[config.mk]
export PLATFORM = sky130hd
export DESIGN_NAME = lru_stream_colour_assigner
export DESIGN_NICKNAME = d
export VERILOG_FILES = /design/src/hdl/lru_colour_pkg.sv /design/src/hdl/lru_stream_colour_assigner.sv
export SDC_FILE = /design/constraint.sdc
export NUM_CORES = 1
export LEC_CHECK = 0
export ABC_CLOCK_PERIOD_IN_PS = 10790
export BUFFER_PORTS_ARGS = -buffer_cell sky130_fd_sc_hd__buf_2
export CAP_MARGIN = 25
export CORE_MARGIN = 2
export CORE_UTILIZATION = 55
export DETAILED_ROUTE_END_ITERATION = 7
export GPL_ROUTABILITY_DRIVEN = 1
export GPL_TIMING_DRIVEN = 0
export PLACE_DENSITY = 0.71
export SYNTH_ARGS = -nofsm -noshare
export SYNTH_HDL_FRONTEND = slang
export SYNTH_SLANG_ARGS = --single-unit
[constraint.sdc]
create_clock -name i_clk -period 10.79 [get_ports i_clk]
set_clock_uncertainty 0.05 [all_clocks]
set_input_delay 2.6975 -clock i_clk [delete_from_list [all_inputs] [get_ports i_clk]]
set_output_delay 2.6975 -clock i_clk [all_outputs]
set_load 0.01 [all_outputs]
[src/hdl/lru_colour_pkg.sv]
// Package for the LRU stream colour assigner.
// Holds widths, constants and the sequencer state type; depends on nothing.
package lru_colour_pkg;

    localparam int ID_W          = 32;
    localparam int STAMP_W       = 32;
    localparam int SLOT_W        = 3;
    localparam int COLOUR_W      = 6;
    localparam int DEF_NUM_SLOTS = 6;
    localparam int MAX_NUM_SLOTS = 8;

    // Colour codes start at this value for slot zero.
    localparam logic [COLOUR_W-1:0] COLOUR_BASE = 6'd31;

    // Sequencer states.
    typedef enum logic [1:0] {
        ST_IDLE,
        ST_SCAN,
        ST_WRITE,
        ST_OUT
    } t_state;

endpackage

[src/hdl/lru_stream_colour_assigner.sv]
// A zero id skips the scan and its word is presented in the cycle after acceptance; a nonzero
// id is scanned over up to NUM_SLOTS slots, then the table is written, then the word is presented.
// No new id is accepted until the receiver has taken the previous word.
// The scan compares one slot per cycle, exiting early on a tag match.
// Reset (synchronous, active low) clears tags, timestamps, the use counter and the sequencer.
// Depends on lru_colour_pkg.
module lru_stream_colour_assigner
    import lru_colour_pkg::*;
#(
    parameter int NUM_SLOTS = DEF_NUM_SLOTS
) (
    input  logic                i_clk,
    input  logic                i_rst_n,
    input  logic                i_valid,
    output logic                o_ready,
    input  logic [ID_W-1:0]     i_stream_id,
    output logic                o_valid,
    input  logic                i_ready,
    output logic [SLOT_W-1:0]   o_slot_index,
    output logic [COLOUR_W-1:0] o_colour_code,
    output logic                o_was_hit
);

    localparam int IDX_W = (NUM_SLOTS > 1) ? $clog2(NUM_SLOTS) : 1;
    localparam logic [IDX_W-1:0] LAST_IDX = IDX_W'(NUM_SLOTS - 1);

    t_state r_state;
    t_state n_state;

    // Slot table, small enough to live in flip-flops.
    logic [ID_W-1:0]    r_tags   [NUM_SLOTS];
    logic [STAMP_W-1:0] r_stamps [NUM_SLOTS];
    logic [STAMP_W-1:0] r_count;

    // Working registers of the current word.
    logic [ID_W-1:0]    r_id;
    logic [IDX_W-1:0]   r_idx;
    logic [STAMP_W-1:0] r_best;
    logic [IDX_W-1:0]   r_min;
    logic [IDX_W-1:0]   r_pick;
    logic               r_hit;

    // Result registers.
    logic [SLOT_W-1:0]   r_slot;
    logic [COLOUR_W-1:0] r_colour;
    logic                r_was_hit;

    logic               w_in_accept;
    logic               w_match;
    logic               w_older;
    logic [IDX_W-1:0]   w_sel;
    logic [STAMP_W-1:0] w_count_inc;

    // Shared compare unit, looking at one slot per cycle.
    assign w_match     = (r_tags[r_idx] == r_id);
    assign w_older     = (r_stamps[r_idx] < r_best);
    assign w_sel       = r_hit ? r_pick : r_min;
    assign w_count_inc = r_count + STAMP_W'(1);
    assign w_in_accept = i_valid && o_ready;

    // Next state.
    always_comb begin
        n_state = r_state;
        unique case (r_state)
            ST_IDLE: begin
                if (i_valid) begin
                    n_state = (i_stream_id == '0) ? ST_OUT : ST_SCAN;
                end
            end
            ST_SCAN: begin
                if (w_match || (r_idx == LAST_IDX)) begin
                    n_state = ST_WRITE;
                end
            end
            ST_WRITE: begin
                n_state = ST_OUT;
            end
            ST_OUT: begin
                if (i_ready) begin
                    n_state = ST_IDLE;
                end
            end
            default: begin
                n_state = ST_IDLE;
            end
        endcase
    end

    // Handshake outputs follow the state.
    always_comb begin
        o_ready = 1'b0;
        o_valid = 1'b0;
        unique case (r_state)
            ST_IDLE:  o_ready = 1'b1;
            ST_OUT:   o_valid = 1'b1;
            default: begin
                o_ready = 1'b0;
                o_valid = 1'b0;
            end
        endcase
    end

    assign o_slot_index  = r_slot;
    assign o_colour_code = r_colour;
    assign o_was_hit     = r_was_hit;

    // State register.
    always_ff @(posedge i_clk) begin
        if (!i_rst_n) begin
            r_state <= ST_IDLE;
        end else begin
            r_state <= n_state;
        end
    end

    // Table and counter: cleared by reset, written once per nonzero word.
    always_ff @(posedge i_clk) begin
        if (!i_rst_n) begin
            for (int k = 0; k < NUM_SLOTS; k++) begin
                r_tags[k]   <= '0;
                r_stamps[k] <= '0;
            end
            r_count <= '0;
        end else begin
            if (w_in_accept && (i_stream_id != '0)) begin
                r_count <= w_count_inc;
            end
            if (r_state == ST_WRITE) begin
                r_stamps[w_sel] <= r_count;
                if (!r_hit) begin
                    r_tags[w_sel] <= r_id;
                end
            end
        end
    end

    // Scan registers and result word.
    always_ff @(posedge i_clk) begin
        unique case (r_state)
            ST_IDLE: begin
                if (i_valid) begin
                    if (i_stream_id == '0) begin
                        r_slot    <= '0;
                        r_colour  <= '0;
                        r_was_hit <= 1'b0;
                    end
                    r_id   <= i_stream_id;
                    r_best <= w_count_inc;
                    r_idx  <= '0;
                    r_min  <= '0;
                    r_pick <= '0;
                    r_hit  <= 1'b0;
                end
            end
            ST_SCAN: begin
                if (w_match) begin
                    r_hit  <= 1'b1;
                    r_pick <= r_idx;
                end else begin
                    if (w_older) begin
                        r_best <= r_stamps[r_idx];
                        r_min  <= r_idx;
                    end
                    if (r_idx != LAST_IDX) begin
                        r_idx <= r_idx + IDX_W'(1);
                    end
                end
            end
            ST_WRITE: begin
                r_slot    <= SLOT_W'(w_sel);
                r_colour  <= COLOUR_BASE + COLOUR_W'(w_sel);
                r_was_hit <= r_hit;
            end
            default: begin
            end
        endcase
    end

`ifndef NO_ASSERTIONS
    // A nonzero colour code is always the base plus the slot.
    a_colour_tracks_slot: assert property (@(posedge i_clk) disable iff (!i_rst_n)
        (o_valid && (o_colour_code != '0)) |->
            (o_colour_code == COLOUR_BASE + COLOUR_W'(o_slot_index)))
        else $error("colour code does not match slot index");

    // A hit always reports a real slot with a colour.
    a_hit_has_colour: assert property (@(posedge i_clk) disable iff (!i_rst_n)
        (o_valid && o_was_hit) |-> (o_colour_code != '0))
        else $error("hit word carries colour zero");

    // A zero id is answered in the next cycle with the all-zero word.
    a_zero_id_fast: assert property (@(posedge i_clk) disable iff (!i_rst_n)
        (w_in_accept && (i_stream_id == '0)) |=>
            (o_valid && (o_colour_code == '0) && (o_slot_index == '0) && !o_was_hit))
        else $error("zero id not answered with the zero word");

    // Slot index never leaves the table.
    a_slot_in_range: assert property (@(posedge i_clk) disable iff (!i_rst_n)
        o_valid |-> (32'(o_slot_index) < 32'(NUM_SLOTS)))
        else $error("slot index beyond table");

    // The use counter moves only when a nonzero id is accepted.
    a_counter_step: assert property (@(posedge i_clk) disable iff (!i_rst_n)
        !(w_in_accept && (i_stream_id != '0)) |=> $stable(r_count))
        else $error("use counter changed without a nonzero word");
`endif

endmodule

# ---- Yosys cells after proc, flatten, opt, wreduce, memory -nomap -nowiden
# Memories as Yosys holds them, arrays and structs flattened. A register that Yosys moved wholly into a read port is not among the register bits.
# Index checks and enable logic that the tools add are counted.
# W data, S select, Z words.
dict set report classes {
  magnitude_cmp 1
  addsub 3
  n_mux 49
  n_eq_ne 14
  reduce_logical 16
}
# op count
set op_table {}
lappend op_table {{$mux W32} 5}
lappend op_table {{$pmux W32 S2} 1}
lappend op_table {{$reduce_or A32 Y1} 2}
lappend op_table {{$mux W3} 13}
lappend op_table {{$add A32 B1 Y32 const B} 1}
lappend op_table {{$eq A32 B32 Y1} 1}
lappend op_table {{$logic_not A32 Y1} 1}
lappend op_table {{$lt A32 B32 Y1} 1}
lappend op_table {{$reduce_bool A32 Y1} 1}
lappend op_table {{$pmux W3 S2} 4}
lappend op_table {{$mux W1} 16}
lappend op_table {{$ne A2 B2 Y1 const B} 8}
lappend op_table {{$mux W6} 2}
lappend op_table {{$pmux W6 S2} 1}
lappend op_table {{$reduce_and A3 Y1} 3}
lappend op_table {{$mux W2} 4}
lappend op_table {{$pmux W2 S4} 1}
lappend op_table {{$reduce_and A4 Y1} 2}
lappend op_table {{$add A5 B3 Y6 const A} 1}
lappend op_table {{$eq A2 B2 Y1 const B} 2}
lappend op_table {{$pmux W1 S2} 2}
lappend op_table {{$reduce_bool A2 Y1} 2}
lappend op_table {{$add A3 B1 Y3 const B} 1}
lappend op_table {{$eq A3 B3 Y1 const B} 1}
lappend op_table {{6 further kinds} 7}
dict set report totals {
  output_inout_bits 12
  reg_bits 118
  inputBits 36
  memories 2
  ramBits 384
}
# name depth width rd rd_clocked_by_memory_dff write_ports line_no
set memory_table {}
lappend memory_table {r_stamps 6 32 1 1 6 lru_stream_colour_assigner.sv:32} ;# logic [STAMP_W-1:0] r_stamps [NUM_SLOTS];
lappend memory_table {r_tags 6 32 1 1 6 lru_stream_colour_assigner.sv:31} ;# logic [ID_W-1:0] r_tags [NUM_SLOTS];

# ---- Logic depth before layout (Yosys ltp)
# Gate-level depths: netlist (run 1).
dict set report logic_depth {
  ltp_word 6
  ltp_mapped 16
}

# ---- Worst setup path before layout (run 1)
# Ideal clock, no wire load.
dict set report synth_timing {
  path_type {input to register}
  from {input i_rst_n}
  to {memory r_stamps[6][0], enable pin}
  setup_slack_ns 4.342
  setup_time_ns 0.502
  arrival_time_ns 5.896
  path_buffers 0
  cell_stages 2
  required_ns 10.238
  path_cell_list {nand2_1 -> nor4_1}
}
# element line_no
set synth_rtl {}
lappend synth_rtl {{from (decl)} lru_stream_colour_assigner.sv:13} ;# input logic i_rst_n,
lappend synth_rtl {{to (decl)} lru_stream_colour_assigner.sv:32}

==> results of run 1 <==
[power groups by stage]
stage          clock network [mW]  logic [mW]  registers, mW
6_report                     2.21        1.98           3.05
5_1_grt                      2.33        2.14           3.06
4_1_cts                      2.24        1.98           3.05
3_5_place_dp                    0        1.97           3.10
3_3_place_gp                    0        1.87           3.11
2_1_floorplan                   0        1.32           3.07
[critical path, cell delays in order, from the launching register on]
cell and delay, ps:
dfxtp_1 320, buf_6 160, buf_2 370, buf_2 410
buf_2 410, buf_1 710, mux4_2 430, mux2_2 320
ha_1 330, a21o_1 160, a21o_1 160, a21o_1 180
a21o_1 170, a21o_1 170, a21oi_1 210, o21ai_0 170
o22ai_4 570, buf_16 260
[per-layer routing]
layer  wire length, µm  track usage
met5                 0            0
met4              2250        0.100
met3              5660       0.0520
met2             34000        0.451
met1             26300        0.345
[cell type report]
| class | count | area share |
|---|---|---|
| timing repair buffer | 76 | 0.0224 |
| clock inverter | 31 | 0.00819 |
| tap | 672 | 0.0266 |
| inverter | 112 | 0.0133 |
| sequential | 633 | 0.589 |
| multi-input combinational | 1043 | 0.267 |
| buffer | 108 | 0.0150 |
| clock buffer | 87 | 0.0577 |
[stage by stage]
stage / hold slack, ps / util / cell area [µm²]
2_1_floorplan: 418 / - / 27900
3_3_place_gp: 436 / 0.578 / 29000
3_5_place_dp: 461 / 0.588 / 29500
4_1_cts: 469 / 0.630 / 31600
5_1_grt: 498 / 0.630 / 31600
6_report: 470 / 0.630 / 31600
[placed cells by master, fill, tap and decap left out, types with 33 or more instances in the layout]
cell	n
clkbuf_16	69
xor2_1	41
mux2i_1	38
buf_2	63
inv_1	111
mux2_2	33
mux4_2	128
clkbuf_1	90
dfxtp_1	37
nor2_1	256
ha_1	40
o21ai_0	49
xnor2_1	42
and2_1	121
nand2_1	134
edfxtp_1	596
[worst max path at each step]
stage | from | end | slack, ps | cells after the start
floorplan | i_rst_n | r_stamps[6][0] | 4340 | 2
global placement | i_rst_n | r_stamps[6][26] | 30 | 3
detailed placement | i_stream_id[16] | r_count[9] | 4430 | 9
CTS | register | r_best[24] | 4820 | 17
global route | register | r_best[24] | 4650 | 16
finish | register | r_best[14] | 4880 | 17
[flip-flops by register name (all words and copies together), names as in the netlist, named ones only]
name	count
o_slot_index	3
o_was_hit	1
r_pick	3
r_tags	256
r_id	32
r_best	32
r_hit	1
r_stamps	256
r_state	2
r_idx	3
r_count	32
r_min	3
o_colour_code	6
[kinds of logic (layout without fill, tap and decap cells)]
group / count (synthesis) / count (layout) / synth area share
DFF: 633 / 633 / 0.668
and+or+nand+nor: 623 / 623 / 0.104
buffers and inverters: 220 / 414 / 0.0321
muxes: 199 / 199 / 0.130
AOI/OAI and AO/OA: 98 / 98 / 0.0219
xor gates and xnor gates: 83 / 83 / 0.0260
adders and majority gates: 40 / 40 / 0.0179
==> results.cfg, run 1 <==
[status]
outcome = finished clean

[pwr]
p_leak_nw = 11.4
finalPower_mw = 7.24
internal_power_mw = 5.05
power_density_mw_per_mm2 = 229
power.switching_mw = 2.20
netSwitchingFraction = 0.303
ir_worst_vdd_mv = 0.150
p_clk_frac = 0.305
p_seq_frac = 0.421
comb_power_share = 0.274

[drt]
dr.pass1.iters = 6
drc = 0
first_iter_violations = 1635
viasPerCell = 5.97
wl_per_cell_um = 24.7
vias = 16500
totalWireLength_um = 68200
postRouteAntennaNets = 0

[sta]
hold_viol = 0
rsz0062_at_grt = false
fmax_ghz = 0.169
worst_pin_slew_ps = 998
period_share = 0.547
setup_ws_ps = 4880
finalCriticalPeriod_ps = 5910
setup_viol = 0
max_slew_margin = 0.335
fin_setup_tns_ps = 0
slew_violations = 0

[min_path]
hp-start = r_state[1]
hold_depth = 2
hold_class = register to register
min_delay_worst_endpoint = r_state[1]

[clocking]
clock_latency_ps = 600
post_cts_resized = 0
h-tree-depth = 3
cts_buffers = 66
clockBufferDepth = 3
holdBufCountCts = 0
cts.sinks = 633
post_cts_buffers = 0
root_buffer = clkbuf_16
cts_tree = yes
path_clk_slew_ps = 60

[worst_setup_path]
r2r_slack_ps = 4880
end_kind = register
cp-start-kind = register
path_class = register to register
worst_ep_required_time_ps = 11040
ff2ff_path_depth = 17
cp_max_fo = 21
critical_path_arrival_ps = 6150
timing.rr.end = r_best[14]

[final_layout]
diodes = 0
n_fill_cell = 3650
regArea_mm2 = 0.0186
drive_gt1_frac = 0.180
instances_no_fill = 2762
areaGrowthSynthToFinish_pct = 13.3
multi_input_area_mm2 = 0.00845
layout.nets = 2116

[logic_synthesis]
ys_top_cells_by_area = edfxtp_1 (64%), mux4_2 (10%), nor2_1 (3.5%), and2_1 (2.7%), dfxtp_1 (2.7%)
synth_area_mm2 = 0.0279
yosys_warnings = 0
yosysSeqAreaShare = 0.668
synth_top_area_frac = 0.641
yosys_register_bits = 633
synth.avg_cell_area_um2 = 14.7
synth_largest_area_cell = edfxtp_1
yosysMostFrequentCell = edfxtp_1
ys_top_cells_by_count = edfxtp_1 (596), nor2_1 (258), nand2_1 (142)
synthCells = 1896
async_reset_ff_frac = 0
synth.net_count = 1972
synth-edff-count = 596
synth_flop_cell = edfxtp_1
synth.distinct_cells = 50

[floorplan]
row_count = 82
fp.coreArea_mm2 = 0.0502
fp.dieW_um = 229
io_pins = 48
die-height_um = 229
start_util = 0.556
die-area_mm2 = 0.0526

[global_routing]
grt_max_degree = 29
grt.overflow.total = 0
antenna_found_initial = 0
track_usage = 0.267
first_global_vias = 17000
grt_pass1_wl_um = 103000

[placement]
gp_congestion = 0.848
dp_cells = 2642
dp_hpwl_um = 45900
dp_slack_ps = 4430
io_buffers = 47

[run]
maxCapViolCount = 0
Power figures use the tool's default switching activity.
==> inputs of run 2 (changes only) <==
- ABC_CLOCK_PERIOD_IN_PS: 10790 -> 5200
- PLACE_DENSITY: 0.71 -> 0.74
- clock period: 10.79 -> 5.2 ns (I/O delays scaled with it)
==> run 2 against run 1 <==
Effect of this change:
- first-iteration DRC count up 20%
- global-route usage is 0.15 points higher
- final cell count decreased by 0.18%
- critical path depth is the same
- critical path type unchanged
- largest cell class unchanged
==> results.cfg, run 2 (same netlist as run 1, synthesis figures left out) <==
[status]
outcome = finished clean

[global_routing]
antenna_found_initial = 0
grt_pass1_wl_um = 104000
grt.overflow.total = 0
first_global_vias = 17000
grt_max_degree = 29
track_usage = 0.268

[sta]
rsz0062_at_grt = false
finalCriticalPeriod_ps = 4980
period_share = 0.958
fmax_ghz = 0.201
slew_violations = 0
timing.hold.ws_ps = 468
max_slew_margin = 0.224
hold_viol = 0
setup_viol = 0
worst_pin_slew_ps = 1160

[drt]
totalWireLength_um = 69300
first_iter_violations = 1960
dr.pass1.iters = 5
viasPerCell = 6.07
wl_per_cell_um = 25.1
vias = 16700
drc = 0
postRouteAntennaNets = 0

[floorplan]
die-area_mm2 = 0.0526
io_pins = 48
row_count = 82
die-height_um = 229
start_util = 0.556
fp.coreArea_mm2 = 0.0502
fp.dieW_um = 229

[clocking]
cts_tree = yes
root_buffer = clkbuf_16
clockBufferDepth = 3
path_clk_slew_ps = 60
h-tree-depth = 3
holdBufCountCts = 0
cts_buffers = 67
clock_latency_ps = 610
cts.sinks = 633

[worst_setup_path]
cp_max_fo = 20
end_kind = register
ff2ff_path_depth = 17
path_class = register to register
timing.rr.end = r_best[15]
critical_path_arrival_ps = 5240
cp-start-kind = register
r2r_slack_ps = 220
worst_ep_required_time_ps = 5460

[final_layout]
final_cell_mix = edfxtp_1 (596), nor2_1 (256), nand2_1 (134)
layout.nets = 2113
multi_input_area_mm2 = 0.00845
areaGrowthSynthToFinish_pct = 13.2
n_fill_cell = 3607
drive_gt1_frac = 0.180
final_common_cell = edfxtp_1
final_util = 0.630
reg.largest.list = r_stamps (256), r_tags (256)
diodes = 0
regArea_mm2 = 0.0186

[pwr]
finalPower_mw = 15.1
ir_worst_vdd_mv = 0.323
p_leak_nw = 11.4
power_density_mw_per_mm2 = 477

[min_path]
hp-start = r_state[1]
hold_depth = 2
min_delay_worst_endpoint = r_state[1]
hold_class = register to register

[placement]
io_buffers = 47
dp_hpwl_um = 45300
gp_congestion = 0.884

[run]
maxCapViolCount = 0
==> run 2: final cells by class <==
cell class / count / area share
tap: 672 / 0.0266
clock buffer: 91 / 0.0589
timing repair buffer: 75 / 0.0219
clock inverter: 26 / 0.00642
multi-input combinational: 1043 / 0.268
inverter: 112 / 0.0133
buffer: 105 / 0.0151
sequential: 633 / 0.590
==> run 2: worst max path at each step <==
stage	endpoint	slack (ps)	cells past startpoint
6_report	r_best[15]	220	17
5_1_grt	r_best[12]	8	17
4_1_cts	r_best[29]	4	17
3_5_place_dp	r_best[13]	-810	17
3_3_place_gp	r_stamps[6][11]	-3660	3
2_1_floorplan	r_stamps[6][0]	150	2
==> run 2: per-stage QoR <==
step	worst slack, ps	cell area, µm²	setup TNS, ps	cells
after CTS	4.46	31600	0	2758
final	219	31600	0	2757
after floorplan	150	27900	0	1896
after detailed placement	-807	29500	-25590	2641
after global placement	-3660	29000	-367890	2615
after global routing	8.12	31600	0	2757
==> run 2: per-layer routing <==
layer | GRT usage | wire length (µm) | up-vias
met3 | 0.0478 | 5780 | 172
met5 | 0 | 0 | -
met2 | 0.447 | 34300 | 832
met1 | 0.351 | 26600 | 8511
li1 | - | - | 7222
met4 | 0.113 | 2700 | 0
==> run 2: power by group <==
part           switching (mW)  total [mW]  internal [mW]
combinational            2.44        4.16           1.72
sequential              0.218        6.33           6.11
clock                    1.95        4.56           2.61
==> run 2: critical path, cell delays in order, from the launching register on <==
cell and delay [ps]:
dfxtp_1 340, buf_6 160, buf_2 340, clkbuf_4 360, clkbuf_4 350, buf_2 380, mux4_2 350, mux2_2 330
ha_1 330, a21o_1 170, a21o_1 170, a21o_1 170, a21o_1 180, a21oi_1 130, o21ai_0 120, nand4b_1 250
o22ai_4 270, buf_16 210
==> run 2: timing repair <==
item                       4_1_cts  5_1_grt
resized for setup               10        2
setup buffers                    2        0
pin swaps                        1        0
setup endpoints to repair       35       35
